<file path="src/tlb_pkg.sv">
`default_nettype none

package tlb_pkg;

    // Index and age fields are sized for the largest supported store (64 entries).
    localparam int TLB_IDX_W = 6;

    // Priority chain carried from cell to cell, lowest index first.
    typedef struct packed {
        logic                 hit_found;
        logic [TLB_IDX_W-1:0] hit_idx;
        logic [TLB_IDX_W-1:0] hit_age;
        logic                 empty_found;
        logic [TLB_IDX_W-1:0] empty_idx;
        logic                 lru_found;
        logic [TLB_IDX_W-1:0] lru_idx;
    } t_chain;

    // Update command broadcast to every cell.
    typedef struct packed {
        logic                 upd;
        logic                 hit;
        logic [TLB_IDX_W-1:0] slot;
        logic [TLB_IDX_W-1:0] old_age;
    } t_cmd;

endpackage

`default_nettype wire

</file>
<file path="src/tlb_cell.sv">
`default_nettype none

module tlb_cell import tlb_pkg::*; #(
    parameter int ENTRIES = 8,
    parameter int INDEX   = 0,
    parameter int PW      = 20
) (
    input  wire logic          i_clk,
    input  wire logic          i_rst_n,
    input  wire logic [PW-1:0] i_page,
    input  wire t_cmd          i_cmd,
    input  wire t_chain        i_chain,
    output t_chain             o_chain
);

    localparam int AW = $clog2(ENTRIES);
    localparam logic [AW-1:0] AGE_MAX = AW'(ENTRIES - 1);
    localparam logic [TLB_IDX_W-1:0] IDX = TLB_IDX_W'(INDEX);

    logic          r_valid;
    logic [PW-1:0] r_page;
    logic [AW-1:0] r_age;
    logic          n_valid;
    logic [AW-1:0] n_age;

    logic match;
    logic sel;

    assign match = r_valid && (r_page == i_page);
    assign sel   = (i_cmd.slot[AW-1:0] == AW'(INDEX));

    always_comb begin
        o_chain = i_chain;
        if (!i_chain.hit_found && match) begin
            o_chain.hit_found = 1'b1;
            o_chain.hit_idx   = IDX;
            o_chain.hit_age   = TLB_IDX_W'(r_age);
        end
        if (!i_chain.empty_found && !r_valid) begin
            o_chain.empty_found = 1'b1;
            o_chain.empty_idx   = IDX;
        end
        if (!i_chain.lru_found && r_valid && (r_age == AGE_MAX)) begin
            o_chain.lru_found = 1'b1;
            o_chain.lru_idx   = IDX;
        end
    end

    always_comb begin
        n_valid = r_valid;
        n_age   = r_age;
        if (i_cmd.upd) begin
            if (sel) begin
                n_valid = 1'b1;
                n_age   = '0;
            end else if (r_valid && (r_age != AGE_MAX)
                         && (!i_cmd.hit || (r_age < i_cmd.old_age[AW-1:0]))) begin
                n_age = r_age + AW'(1);
            end
        end
    end

    always_ff @(posedge i_clk) begin
        if (!i_rst_n) begin
            r_valid <= 1'b0;
            r_age   <= '0;
        end else begin
            r_valid <= n_valid;
            r_age   <= n_age;
        end
    end

    always_ff @(posedge i_clk) begin
        if (i_cmd.upd && sel && !i_cmd.hit) begin
            r_page <= i_page;
        end
    end

endmodule

`default_nettype wire

</file>
<file path="src/tlb_lookup_lru_fill.sv">
`default_nettype none

// Channel | Handshake                  | Payload
// --------+----------------------------+----------------------------------------------
// input   | i_in_valid / o_in_ready    | i_virtual_address
// output  | o_out_valid / i_out_ready  | o_hit, o_evicted, o_slot, o_page_number,
//         |                            | o_page_offset
//
// An item is registered in the address register, then the cell row compares,
// picks the slot and updates in the same cycle; result appears the cycle after.
// Sustained rate is one item per cycle while results are taken, bounded by the priority chain across cells.
// Synchronous reset clears all valid bits and ages; no clearing pass.
// A stalled result holds the compute step; one item waits behind it.

module tlb_lookup_lru_fill import tlb_pkg::*; #(
    parameter int ENTRIES     = 8,
    parameter int OFFSET_BITS = 12
) (
    input  wire logic                             i_clk,
    input  wire logic                             i_rst_n,
    input  wire logic                             i_in_valid,
    output logic                                  o_in_ready,
    input  wire logic [31:0]                      i_virtual_address,
    output logic                                  o_out_valid,
    input  wire logic                             i_out_ready,
    output logic                                  o_hit,
    output logic                                  o_evicted,
    output logic [$clog2(ENTRIES)-1:0]            o_slot,
    output logic [32-OFFSET_BITS-1:0]             o_page_number,
    output logic [OFFSET_BITS-1:0]                o_page_offset
);

    localparam int AW = $clog2(ENTRIES);
    localparam int PW = 32 - OFFSET_BITS;

    logic        r_busy;
    logic [31:0] r_addr;
    logic        r_out_valid;
    logic        go;

    t_chain chain [0:ENTRIES];
    t_cmd   cmd;
    t_chain res;

    logic          hit;
    logic          evicted;
    logic [AW-1:0] slot;

    assign go         = r_busy && (!r_out_valid || i_out_ready);
    assign o_in_ready = !r_busy || go;
    assign o_out_valid = r_out_valid;

    assign chain[0] = '0;
    assign res      = chain[ENTRIES];

    genvar g;
    generate
        for (g = 0; g < ENTRIES; g++) begin : g_cell
            tlb_cell #(
                .ENTRIES (ENTRIES),
                .INDEX   (g),
                .PW      (PW)
            ) u_cell (
                .i_clk   (i_clk),
                .i_rst_n (i_rst_n),
                .i_page  (r_addr[31:OFFSET_BITS]),
                .i_cmd   (cmd),
                .i_chain (chain[g]),
                .o_chain (chain[g+1])
            );
        end
    endgenerate

    always_comb begin
        hit     = res.hit_found;
        evicted = !res.hit_found && !res.empty_found;
        if (res.hit_found) begin
            slot = res.hit_idx[AW-1:0];
        end else if (res.empty_found) begin
            slot = res.empty_idx[AW-1:0];
        end else if (res.lru_found) begin
            slot = res.lru_idx[AW-1:0];
        end else begin
            slot = '0;
        end
        cmd.upd     = go;
        cmd.hit     = hit;
        cmd.slot    = TLB_IDX_W'(slot);
        cmd.old_age = res.hit_age;
    end

    always_ff @(posedge i_clk) begin
        if (!i_rst_n) begin
            r_busy      <= 1'b0;
            r_out_valid <= 1'b0;
        end else begin
            if (i_in_valid && o_in_ready) begin
                r_busy <= 1'b1;
            end else if (go) begin
                r_busy <= 1'b0;
            end
            if (go) begin
                r_out_valid <= 1'b1;
            end else if (i_out_ready) begin
                r_out_valid <= 1'b0;
            end
        end
    end

    always_ff @(posedge i_clk) begin
        if (i_in_valid && o_in_ready) begin
            r_addr <= i_virtual_address;
        end
        if (go) begin
            o_hit         <= hit;
            o_evicted     <= evicted;
            o_slot        <= slot;
            o_page_number <= r_addr[31:OFFSET_BITS];
            o_page_offset <= r_addr[OFFSET_BITS-1:0];
        end
    end

    // A full store always holds exactly one entry at the oldest age.
    a_victim_found: assert property (@(posedge i_clk) disable iff (!i_rst_n)
        (go && !res.hit_found && !res.empty_found) |-> res.lru_found)
        else $error("no victim in a full store");

    a_hit_no_evict: assert property (@(posedge i_clk) disable iff (!i_rst_n)
        o_out_valid |-> !(o_hit && o_evicted))
        else $error("hit and eviction reported together");

    a_accept_busy: assert property (@(posedge i_clk) disable iff (!i_rst_n)
        (i_in_valid && o_in_ready) |=> r_busy)
        else $error("accepted transfer not held");

    a_go_result: assert property (@(posedge i_clk) disable iff (!i_rst_n)
        go |=> r_out_valid)
        else $error("lookup produced no result");

endmodule

`default_nettype wire

</file>
<file path="config.mk">
export PLATFORM = sky130hd
export DESIGN_NAME = tlb_lookup_lru_fill
export DESIGN_NICKNAME = d
export VERILOG_FILES = /design/src/tlb_pkg.sv /design/src/tlb_cell.sv /design/src/tlb_lookup_lru_fill.sv
export SDC_FILE = /design/constraint.sdc
export NUM_CORES = 1
export LEC_CHECK = 0
export BUFFER_PORTS_ARGS = -buffer_cell sky130_fd_sc_hd__buf_2
export CAP_MARGIN = 40
export CORE_MARGIN = 1
export CORE_UTILIZATION = 55
export DETAILED_ROUTE_END_ITERATION = 16
export HOLD_SLACK_MARGIN = 0.1
export PLACE_DENSITY = 0.76
export SKIP_CTS_REPAIR_TIMING = 1
export SYNTH_ARGS = -nofsm -noshare
export SYNTH_HDL_FRONTEND = slang
export SYNTH_SLANG_ARGS = --single-unit
export TNS_END_PERCENT = 5
</file>
<file path="constraint.sdc">
create_clock -name i_clk -period 4 [get_ports i_clk]
set_input_delay 0.4 -clock i_clk [delete_from_list [all_inputs] [get_ports i_clk]]
set_output_delay 0.4 -clock i_clk [all_outputs]
set_load 0.01 [all_outputs]
</file>
Word-level counts from Yosys, hierarchy flattened
Index checks and enable logic that the tools add are counted.

$add $sub $neg: 8. $lt $le $gt $ge: 8. Equality and inequality tests: 31. Multiplexer cells: 47. Reduce and logical (&&, ||, !) cells: 141.

Operators by type and width (number): 20-bit equality test (8); 7-bit 2-to-1 mux (16); 13-bit 2-to-1 mux (8); 1-bit logical AND (72); 3-bit 2-to-1 mux (19); 3-bit equality test, second input constant (12); 1-bit logical NOT (32); 2-bit AND reduction (16); 3-bit by 1-bit adder with 3-bit output, second input constant (8); 3-bit < comparator (8); 3-bit != test, second input constant (8); 2-bit nonzero test (10); 1-bit logical OR (10); 3-bit by 2-bit equality test with 1-bit output, second input constant (2); 1-bit 2-to-1 mux (4); 3-bit by 1-bit equality test with 1-bit output, second input constant (1); 3-bit logical NOT (1).

Bits in registers: 263. Input bits: 36.

Depth between registers and ports, before layout
Gate-level depths: netlist of run 1.

Depth in word-level cells: 37. Depth in mapped cells: 20. Depth with buffers taken out: 17.

Cells and area by module
Synthesis of run 1 repeated with hierarchy kept, for this count alone.

Cell total of the unflattened synthesis: 972. Area, all modules: 12878.6 um^2.

By module, submodules not included: tlb_cell (g_cell[1].u_cell ...) (instances 3, cells an instance 110, area an instance 1325.0 um^2, sequential area each 680.7 um^2); tlb_cell (g_cell[5].u_cell ...) (instances 2, cells an instance 110, area an instance 1326.3 um^2, sequential area each 680.7 um^2); tlb_lookup_lru_fill (instances 1, cells an instance 92, area an instance 2248.4 um^2, sequential area each 2112.0 um^2); tlb_cell (g_cell[0].u_cell) (instances 1, cells an instance 110, area an instance 1340.0 um^2, sequential area each 680.7 um^2); tlb_cell (g_cell[7].u_cell) (instances 1, cells an instance 109, area an instance 1337.5 um^2, sequential area each 680.7 um^2); tlb_cell (g_cell[3].u_cell) (instances 1, cells an instance 111, area an instance 1325.0 um^2, sequential area each 680.7 um^2).

Worst setup path after synthesis of run 1
Ideal clock, no wire load.

Path kind: reg-to-reg. Start point: register r_addr[24]. End point: register g_cell[1].u_cell.r_age[1]. Library setup time: 0.117 ns. Data arrival time: 3.892 ns. Required time: 3.883 ns. Setup slack: -0.009 ns. Cell stages (with the launch flop): 20. Buffers on the path: 2. Clock period less this slack: 4.009 ns. Path through: edfxtp_1 -> buf_4 -> xor2_1 -> nor4_1 -> and3_1 -> a22oi_4 -> nand3_2 -> buf_6 -> or3_1 -> nor2_1 -> a41o_1 -> a21oi_1 -> a21oi_1 -> ha_1 -> o21ai_0 -> nand2b_1 -> a211o_1 -> o2111a_1 -> nand3b_1 -> a22o_1.

Word-level cells in the longest chain between the ends: 29. Elaborated cells on any way between the ends: 47.

Ends and longest elaborated chain: start: declaration (RTL line tlb_lookup_lru_fill.sv:37) `logic [31:0] r_addr;`; start signal: assignment (RTL line tlb_lookup_lru_fill.sv:112) `r_addr <= i_virtual_address;`; 20-bit equality test (RTL line tlb_cell.sv:29) `assign match = r_valid && (r_page == i_page);`; 1-bit logical AND (RTL line tlb_cell.sv:29); 13-bit 2-to-1 mux (RTL line tlb_cell.sv:34) `if (!i_chain.hit_found && match) begin`; 1-bit logical NOT (RTL line tlb_cell.sv:34); 1-bit logical AND (RTL line tlb_cell.sv:34); 13-bit 2-to-1 mux (RTL line tlb_cell.sv:34); 1-bit logical NOT (RTL line tlb_cell.sv:34); 1-bit logical AND (RTL line tlb_cell.sv:34); (+13 left out); 1-bit logical NOT (RTL line tlb_cell.sv:34); 1-bit logical AND (RTL line tlb_cell.sv:34); 13-bit 2-to-1 mux * (RTL line tlb_cell.sv:34); 3-bit < comparator or 1-bit logical NOT (tied branches) (RTL line tlb_cell.sv:57) `&& (!i_cmd.hit || (r_age < i_cmd.old_age[AW-1:0]))) begin`; 1-bit logical OR (RTL line tlb_cell.sv:57); 1-bit logical AND (RTL line tlb_cell.sv:57); 2-bit nonzero test (no line); 2-bit AND reduction (no line); end signal: assignment (RTL line tlb_cell.sv:69) `r_age <= n_age;`; end: declaration (RTL line tlb_cell.sv:22) `logic [AW-1:0] r_age;`.

Every way passes the cells marked *; elsewhere a longest branch is shown, timed or not. A chain may end at the register's enable or synchronous reset.

Worst setup path after layout of run 1
Start point: register r_addr[17]. End point: register g_cell[2].u_cell.r_age[1].

Word-level cells in the longest chain between the ends: 29. Elaborated cells on any way between the ends: 47.

Ends and longest elaborated chain (RTL line): 20-bit equality test (tlb_cell.sv:29); 1-bit logical AND (tlb_cell.sv:29); 13-bit 2-to-1 mux (tlb_cell.sv:34); 1-bit logical NOT (tlb_cell.sv:34); 1-bit logical AND (tlb_cell.sv:34); 13-bit 2-to-1 mux (tlb_cell.sv:34); 1-bit logical NOT (tlb_cell.sv:34); 1-bit logical AND (tlb_cell.sv:34); (+13 left out); 1-bit logical NOT (tlb_cell.sv:34); 1-bit logical AND (tlb_cell.sv:34); 13-bit 2-to-1 mux * (tlb_cell.sv:34); 3-bit < comparator or 1-bit logical NOT (tied branches) (tlb_cell.sv:57); 1-bit logical OR (tlb_cell.sv:57); 1-bit logical AND (tlb_cell.sv:57); 2-bit nonzero test (no line); 2-bit AND reduction (no line); end signal: assignment (tlb_cell.sv:69); end: declaration (tlb_cell.sv:22).

Marked as above.

==> results of run 1 <==
cell usage after synthesis (all sizes together), types with 7 or more instances:
master	n	area, sq um
a21oi	16	91.3
inv	11	41.3
ha	32	400
nand2b	16	100
buf	30	250
mux2i	8	80.1
nor3	12	60.1
nand4	24	150
o21a	12	90.1
or3	13	81.3
nand2	22	85.1
xnor2	96	848
and2	7	46.3
clkbuf	8	30.0
xor2	61	534
a22o	7	61.3
nor4	25	175
dfxtp	34	681
nor2	21	81.3
o21ai	26	130
edfxtp	229	6880
nor2b	8	50.1
a32o	9	91.3
nand3	24	125
stage by stage:
stage	setup TNS (ns)	worst slack, ns
6_report	-1.28	-0.144
5_1_grt	-4.71	-0.288
4_1_cts	-9.33	-0.536
3_5_place_dp	-7.85	-0.472
3_3_place_gp	-6.00	-0.396
2_1_floorplan	0	0.0510
registers in the layout (all words and copies together) (netlist names):
signal / flops
o_slot: 3
o_hit: 1
r_busy: 1
g_cell.u_cell.r_valid: 8
o_page_offset: 12
o_evicted: 1
o_page_number: 20
o_out_valid: 1
g_cell.u_cell.r_age: 24
g_cell.u_cell.r_page: 160
r_addr: 32
placed cells by master, fill, tap and decap left out, types with 5 or more instances in the layout:
master	synthesis	final
clkbuf_16	0	27
nand2b_1	16	16
dlygate4sd3_1	0	32
o21ai_0	25	16
nor2b_1	8	8
xnor2_1	95	93
mux2i_1	8	8
a22o_1	7	7
nor4_1	22	18
o21ai_1	1	7
buf_4	13	130
or3_1	13	10
buf_6	11	5
clkinv_1	0	6
o21a_1	12	12
a21oi_1	13	6
nand4_1	24	24
nor3_1	12	11
inv_1	11	10
xor2_1	61	61
nor4_2	3	6
dfxtp_1	34	34
or4_4	0	5
a32o_1	8	8
buf_12	0	15
ha_1	32	28
nand2_1	21	21
clkinv_2	1	11
nor2_2	1	11
a21oi_2	3	6
buf_2	5	74
nand3_1	23	23
edfxtp_1	229	229
nor2_1	20	10
layout make-up:
cell class	count	area [sq um]
multi-input combinational	512	4150
timing repair buffer	256	2020
clock buffer	30	687
inverter	12	46.3
clock inverter	19	153
tap	275	344
sequential	263	7560
fill	1347	6060
power by group:
group	internal (W)	switching, W	total, W
sequential	0.00304	0.0000262	0.00307
combinational	0.000187	0.000218	0.000405
clock	0.00137	0.00104	0.00241
worst max-delay path, cell delays in order, from the launching register on:
cell	delay, ns
edfxtp_1	0.46
buf_4	0.21
xnor2_1	0.19
nand3_1	0.18
nor4_2	0.29
buf_4	0.17
nand4_1	0.11
or3_4	0.42
buf_6	0.13
a41o_1	0.21
a21oi_2	0.14
a21oi_2	0.06
buf_4	0.16
buf_6	0.12
ha_4	0.15
or4_4	0.51
nor2_1	0.11
mux2i_1	0.10
a32o_1	0.30
per-layer routing:
layer / track usage [%] / vias to the layer above
met1: 33.5 / 3820
met4: 12.2 / 0
met2: 42.3 / 260
met3: 4.42 / 72
met5: 0 / -
li1: - / 3610
how the worst min path moves through the flow:
stage | startpoint | to | slack, ns | cells past startpoint
4_1_cts | i_virtual_address[30] | r_addr[30]$_DFFE_PP_ | 0.007 | 1
3_5_place_dp | r_addr[0]$_DFFE_PP_ | o_page_offset[0]$_DFFE_PP_ | 0.40 | 0
2_1_floorplan | r_addr[0]$_DFFE_PP_ | o_page_offset[0]$_DFFE_PP_ | 0.40 | 0
3_3_place_gp | r_addr[9]$_DFFE_PP_ | o_page_offset[9]$_DFFE_PP_ | 0.40 | 0
6_report | i_in_valid | r_busy$_SDFFE_PN0P_ | 0.11 | 3
5_1_grt | i_in_valid | r_busy$_SDFFE_PN0P_ | 0.12 | 3
logic make-up (layout without fill, tap and decap cells):
family                   after synthesis  in the layout  share of synthesized area [%]
XOR/XNOR                             157            157                           11.7
AO/OA/AOI/OAI                        116            116                           7.34
AND/OR/NAND/NOR                      196            196                           9.63
buffers and inverters                 50            317                           2.77
flip-flops                           263            263                           64.1
adder cells (fa/ha/maj)               32             32                           3.40
multiplexers                          11             11                          0.998
==> results.md, run 1 <==
* Status: finished with violations
* Violated checks: setup timing
* Die Y at 148 um
* Setup CP Type: reg -> reg
* Final Util at 71.2%
* Die area at 22000 sq um
* Fin Hold WS at 0.107 ns
* GPL Wtd Cong at 0.942
* Total Power at 0.00588 W
* DRT Pass-1 Iters at 5
* Avg Synthesized Cell Area at 14.3 sq um
* Skew final at 0.00825 ns
* Crit path required time at 4.44 ns
* CTS tree: yes
* Crit path launch type: flip-flop
* Layout net count at 1140
* Number of placed instances with taps included at 1271
* Clk buf depth at 3
* Wire length per cell at 20.8 um
* Sequential element share of the synthesized area at 64.1%
* CP Max Fanout at 7
* Ant diodes at 0
* RSZ-0062 raised after global routing: yes
* Vias per inst at 5.68
* Reg2Reg Depth at 18
* Metal2 WL at 14.0 mm
* Cell Rows at 53
* Synthesized area at 11800 sq um
* Max-slew violations at 0
* GRT overflow at 0
* Fmax achieved at 241 MHz
* Drt drc at 0
* Asr flop ratio synth at 0%
* Signal arrival time at the worst endpoint at 4.58 ns
* First-pass GRT wire length at 42.2 mm
* H-tree levels at 1
* Cell Pwr Density at 393 nW/um^2
* Syn nets at 893
* Main synth FF type: edfxtp_1
* Reg-to-Reg End: g_cell[2].u_cell.r_age[1]$_SDFFE_PN0P_
* Core area at 21000 sq um
* Final hold violations at 0
* Drt total wl at 28.4 mm
* Post-DRT Antenna Nets at 0
* Max transition margin at 54.6%
* Largest net degree at the start of global routing at 42
* Final setup viols at 15
* Tot GR Track Use at 25.8%
* CP endpoint kind: flip-flop
* Starting density of the core at 56.1%
* CTS buffer count at 27
* Tcrit/Tclk final at 104%
* Number of synthesized flops with an enable pin at 229
* DRT iter0 DRCs at 519
* Worst Slack Setup Final at -0.144 ns
* Horiz. Die Dim at 148 um
* Clock transition at the registers of the reported paths at 0.06 ns
* MaxCap Viol Count at 0
* HPWL after detailed placement at 18.9 mm
* Root Buffer: clkbuf_16
* Vias at 7762
* Number of distinct library cells after synthesis at 76
* CP endpoint: g_cell[2].u_cell.r_age[1]$_SDFFE_PN0P_
* Fin crit period at 4.14 ns
* LEAKAGE at 5.47 nW
* Reg2reg setup slack at -0.14 ns
* Top metal layer carrying routed signals: met4
* Area grow syn2layout at 26.9%
* # clock sinks at 263
* Vias in the first global route at 7578
* Post-route cell area at 15000 sq um
* Routed wl met3 at 1.76 mm
* Clock Latency Late Sink at 0.55 ns
* Placement Cell Area at 13400 sq um
* Initial antenna violation count at 0
* Cells after Synth at 825
* Input/output buffers at 74
* M1 WL at 11.5 mm
* Fin cells at 1367
* #FFs+latches synth at 263
* Worst min-delay path class: in -> reg
* # IOs at 75
* Layout cell share with drive strength beyond 1 at 31.0%
* YS warnings at 0
* Reg2reg start: r_addr[17]$_DFFE_PP_
* Peak supply drop at 0.583 mV
* Crit path from: r_addr[17]$_DFFE_PP_
* Worst-Margin Slew at 0.676 ns
(Power assumes the default switching activity.)
==> inputs of run 2 (changes only) <==
- CORE_UTILIZATION: 55 -> 60
- PLACE_DENSITY: 0.76 -> 0.79
- clock period: 4 -> 5.2 ns (I/O delays scaled with it)
==> results.md, run 2 (synthesis gave the netlist of run 1 again) <==
* Fmax achieved at 211 MHz
* Drt drc at 0
* Cell Pwr Density at 324 nW/um^2
* Tcrit/Tclk final at 91.2%
* Tot GR Track Use at 26.9%
* GRT overflow at 0
* Post-DRT Antenna Nets at 0
* Status: complete, no violations
* First-pass GRT wire length at 40.2 mm
* Clock transition at the registers of the reported paths at 0.06 ns
* Core area at 19000 sq um
* Crit path launch type: flip-flop
* Skew final at 0.0105 ns
* Worst min-delay path class: in -> reg
* Clk buf depth at 3
* Fill cell total of the finished layout at 1288
* Drt total wl at 26.2 mm
* Signal arrival time at the worst endpoint at 5.22 ns
* Commonest cells after routing, fill and taps aside: 229 x edfxtp_1, 95 x xnor2_1, 74 x buf_2
* Clock Latency Late Sink at 0.54 ns
* Wire length per cell at 21.7 um
* Regs by FF count: g_cell.u_cell.r_page x160, r_addr x32, g_cell.u_cell.r_age x24
* Cell Rows at 50
* Starting density of the core at 62.2%
* Ant diodes at 0
* Vias in the first global route at 6978
* RSZ-0062 raised after global routing: no
* DRT iter0 DRCs at 569
* Input/output buffers at 74
* Layout net count at 996
* # clock sinks at 263
* Peak supply drop at 0.330 mV
* Register with the most flip-flops: g_cell.u_cell.r_page
* CP max stage delay at 0.70 ns
* DRT Pass-1 Iters at 5
* Worst-Margin Slew at 0.940 ns
* Die area at 20200 sq um
* Layout cell share with drive strength beyond 1 at 19.7%
* Area grow syn2layout at 13.1%
* Critical Path, Cell by Cell: xor2_1 -> nor4_1 -> nand4_1 -> or2_1 -> nand3_2 -> or3_1 -> nor2_1 -> a41o_1 -> a21oi_1 -> a21oi_2 -> ha_1 -> or4_1 -> or3_1 -> a21oi_2 -> a22o_1
* Final hold violations at 0
* Horiz. Die Dim at 142 um
* CP Max Fanout at 13
* CP max stage cell: edfxtp_1
* MaxCap Viol Count at 0
* Fin crit period at 4.74 ns
* Vias at 7163
* Root Buffer: clkbuf_16
* Fin Hold WS at 0.153 ns
* H-tree levels at 1
* GPL Wtd Cong at 0.906
* Max FFs per register at 160
* Setup CP Type: reg -> reg
* Max-slew violations at 0
* CTS tree: yes
* Final setup viols at 0
* TNS Setup at 0 ns
* # IOs at 75
* HPWL after detailed placement at 17.7 mm
* Largest net degree at the start of global routing at 38
* Die Y at 142 um
* Most common cell after layout, fill and taps aside: edfxtp_1
* Initial antenna violation count at 0
* Vias per inst at 5.94
* Max transition margin at 37.3%
* CTS buffer count at 27
* LEAKAGE at 4.65 nW
* CP endpoint kind: flip-flop
* Crit path required time at 5.68 ns
## run 2: cell types whose count changed in the layout (fill, tap and decap cells not counted), sizes merged
cell	before	now
dlygate4sd3	32	0
buf	224	112
clkinv	17	13
clkinvlp	0	3
clkbuf	30	31
bufinv	2	0
## run 2: through the flow
stage,total power (W),area [sq um],setup slack [ns],std cells,util (%)
floorplan,0.00255,11800,1.19,825,-
global placement,0.00263,12500,0.396,1153,65.8
detailed placement,0.00263,12500,0.326,1154,65.9
CTS,0.00435,13300,0.274,1201,70.1
global route,0.00446,13300,0.157,1206,70.3
finish,0.00432,13300,0.460,1206,70.3
## run 2: routing by layer
metal | track usage, % | wire length [um] | vias to the layer above
met5 | 0 | 0 | -
met4 | 9.17 | 806 | 0
met3 | 4.14 | 1400 | 55
met2 | 43.4 | 12500 | 248
met1 | 37.5 | 11400 | 3544
li1 | - | - | 3316
## run 2: layout make-up
cell class / count / area (sq um) / share of cell area, %
tap: 260 / 325 / 2.44
clock buffer: 31 / 691 / 5.18
clock inverter: 16 / 95.1 / 0.713
sequential: 263 / 7560 / 56.7
inverter: 12 / 46.3 / 0.347
multi-input combinational: 512 / 3930 / 29.4
timing repair buffer: 112 / 693 / 5.20
## run 2: final timing paths
kind                                       startpoint                                     end  slack [ns]  cells past startpoint
worst max-delay path             r_addr[24]$_DFFE_PP_  g_cell[6].u_cell.r_age[2]$_SDFFE_PN0P_        0.46                     15
worst min-delay path            i_virtual_address[23]                    r_addr[23]$_DFFE_PP_        0.15                      1
worst max register to register   r_addr[24]$_DFFE_PP_  g_cell[6].u_cell.r_age[2]$_SDFFE_PN0P_        0.46                     15
worst min register to register    r_addr[9]$_DFFE_PP_              o_page_offset[9]$_DFFE_PP_        0.42                      0
## run 2: report_power, final
part,total [W],leakage [nW],switching (W),internal (W)
Combinational,0.000207,1.89,0.000122,0.0000851
Sequential,0.00239,2.38,0.0000478,0.00234
Clock,0.00173,0.381,0.000776,0.000952
Total,0.00432,4.65,0.000946,0.00338
## run 2: critical path, delay by kind of cell (launching register included)
kind            cells  cell delay [ns]
simple gates        8             2.54
compound gates      5             0.90
flops               1             0.70
xor+xnor            1             0.27
fa+ha+maj           1             0.26
==> inputs of run 3 (changes only) <==
- clock period: 5.2 -> 5.5 ns (I/O delays scaled with it)
==> results.md, run 3 (synthesis gave the netlist of run 1 again) <==
* Worst hold start: i_virtual_address[16]
* Drt total wl at 25.2 mm
* Internal at 0.00323 W
* Max FFs per register at 160
* Reg2Reg Depth at 17
* Signal arrival time at the worst endpoint at 5.24 ns
* Most common cell after layout, fill and taps aside: edfxtp_1
* Register area at 7560 sq um
* Drt drc at 0
* First-pass GRT wire length at 39.0 mm
* Total Power at 0.00413 W
* Top metal layer carrying routed signals: met4
* Crit path from: r_addr[17]$_DFFE_PP_
* Max-slew violations at 0
* Fmax achieved at 210 MHz
* Post-DRT Antenna Nets at 0
* Clock transition at the registers of the reported paths at 0.06 ns
* Combinational share of power at 4.2%
* Layout net count at 984
* Tcrit/Tclk final at 86.4%
* Register with the most flip-flops: g_cell.u_cell.r_page
* Crit path required time at 5.99 ns
* Final setup viols at 0
* Clock network fraction of design power at 40.8%
* Commonest cells after routing, fill and taps aside: 229 x edfxtp_1, 95 x xnor2_1, 74 x buf_2
* H-tree levels at 1
* Core area at 19000 sq um
* Layout cell share with drive strength beyond 1 at 18.5%
* Final Util at 69.9%
* Clock Latency Late Sink at 0.55 ns
* Worst-Margin Slew at 0.877 ns
* Routed wl met3 at 1.63 mm
* RSZ-0062 raised after global routing: no
* Area occupied by multi-input gates at 3920 sq um
* Reg-to-Reg End: g_cell[1].u_cell.r_age[1]$_SDFFE_PN0P_
* Skew final at 0.0109 ns
* CTS buffer count at 27
* Vias at 7102
* Tot GR Track Use at 25.8%
* Die Y at 142 um
* Horiz. Die Dim at 142 um
* Hold Crit Depth at 1
* Starting density of the core at 62.2%
* Crit path launch type: flip-flop
* DRT iter0 DRCs at 667
* Die area at 20200 sq um
* LEAKAGE at 4.59 nW
* CTS tree: yes
* TNS Setup at 0 ns
* Reg2reg start: r_addr[17]$_DFFE_PP_
* Fill cell total of the finished layout at 1283
* # clock sinks at 263
* Area grow syn2layout at 12.4%
* Flop pwr share at 54.9%
* Wire length per cell at 21.1 um
* Final hold violations at 0
* Fin Hold WS at 0.178 ns
* Input/output buffers at 74
* MaxCap Viol Count at 0
* Status: complete, no violations
* HPWL after detailed placement at 17.0 mm
* Net Sw Power at 0.000894 W
* Sw frac at 21.7%
* Peak supply drop at 0.246 mV
* Worst min-delay path class: in -> reg
* GRT overflow at 0
* Vias per inst at 5.95
* CP endpoint kind: flip-flop
* GPL Wtd Cong at 0.968
* Metal2 WL at 12.1 mm
* Reg2reg setup slack at 0.75 ns
* Regs by FF count: g_cell.u_cell.r_page x160, r_addr x32, g_cell.u_cell.r_age x24
* Root Buffer: clkbuf_16
* Fin crit period at 4.75 ns
* Cell Pwr Density at 312 nW/um^2
* M1 WL at 10.7 mm
* Ant diodes at 0
* DRT Pass-1 Iters at 5
* CP Max Fanout at 13
* Vias in the first global route at 6867
* Setup CP Type: reg -> reg
* Post-route cell area at 13200 sq um
* Max transition margin at 41.5%
* # IOs at 75
* Clk buf depth at 3
* Largest net degree at the start of global routing at 42
* WHS Endpoint: r_addr[16]$_DFFE_PP_
* Cell Rows at 50
* Placement Cell Area at 12400 sq um
* Initial antenna violation count at 0
-- run 3: metrics by stage --
step	setup slack [ns]	cells
after detailed placement	0.779	1147
after floorplan	1.49	825
final	0.748	1194
after global routing	0.370	1194
after CTS	0.716	1194
after global placement	0.862	1146
-- run 3: worst max path at each step --
stage | endpoint | slack [ns] | depth (start not counted)
after detailed placement | g_cell[1].u_cell.r_age[1]$_SDFFE_PN0P_ | 0.78 | 17
after global routing | g_cell[1].u_cell.r_age[0]$_SDFFE_PN0P_ | 0.37 | 17
final | g_cell[1].u_cell.r_age[1]$_SDFFE_PN0P_ | 0.75 | 17
after global placement | g_cell[1].u_cell.r_age[2]$_SDFFE_PN0P_ | 0.86 | 19
after CTS | g_cell[1].u_cell.r_age[1]$_SDFFE_PN0P_ | 0.72 | 16
after floorplan | g_cell[1].u_cell.r_age[1]$_SDFFE_PN0P_ | 1.49 | 19
-- run 3: layout make-up --
cell class,instances,share of cell area [%]
Clock buffer,30,5.19
Sequential cell,263,57.1
Inverter,12,0.350
Clock inverter,17,0.954
Timing Repair Buffer,100,4.37
Tap cell,260,2.46
Multi-Input combinational cell,512,29.6
-- run 3: layer usage --
layer	up-vias	global-route usage, %
met1	3466	35.2
met2	300	42.5
li1	3295	-
met3	41	4.04
met5	-	0
met4	0	8.32
-- run 3: critical path, cell delays in order (launching register included) --
cell      delay (ns)
edfxtp_1        0.69
buf_4           0.25
xnor2_1         0.14
nand4_1         0.26
nor4_1          0.67
a22oi_4         0.13
nand3_2         0.24
or3_1           0.21
nor2_1          0.06
a41o_1          0.21
a21oi_1         0.15
a21oi_1         0.09
buf_4           0.20
ha_1            0.18
or4_1           0.52
or3_1           0.35
a21oi_2         0.19
a22o_1          0.15
-- run 3: power groups by stage --
stage,combinational [W],clock (W),sequential (W)
after floorplan,0.000128,0,0.00228
after global placement,0.000170,0,0.00231
after detailed placement,0.000174,0,0.00231
after CTS,0.000176,0.00172,0.00227
after global routing,0.000190,0.00178,0.00227
final,0.000175,0.00168,0.00227
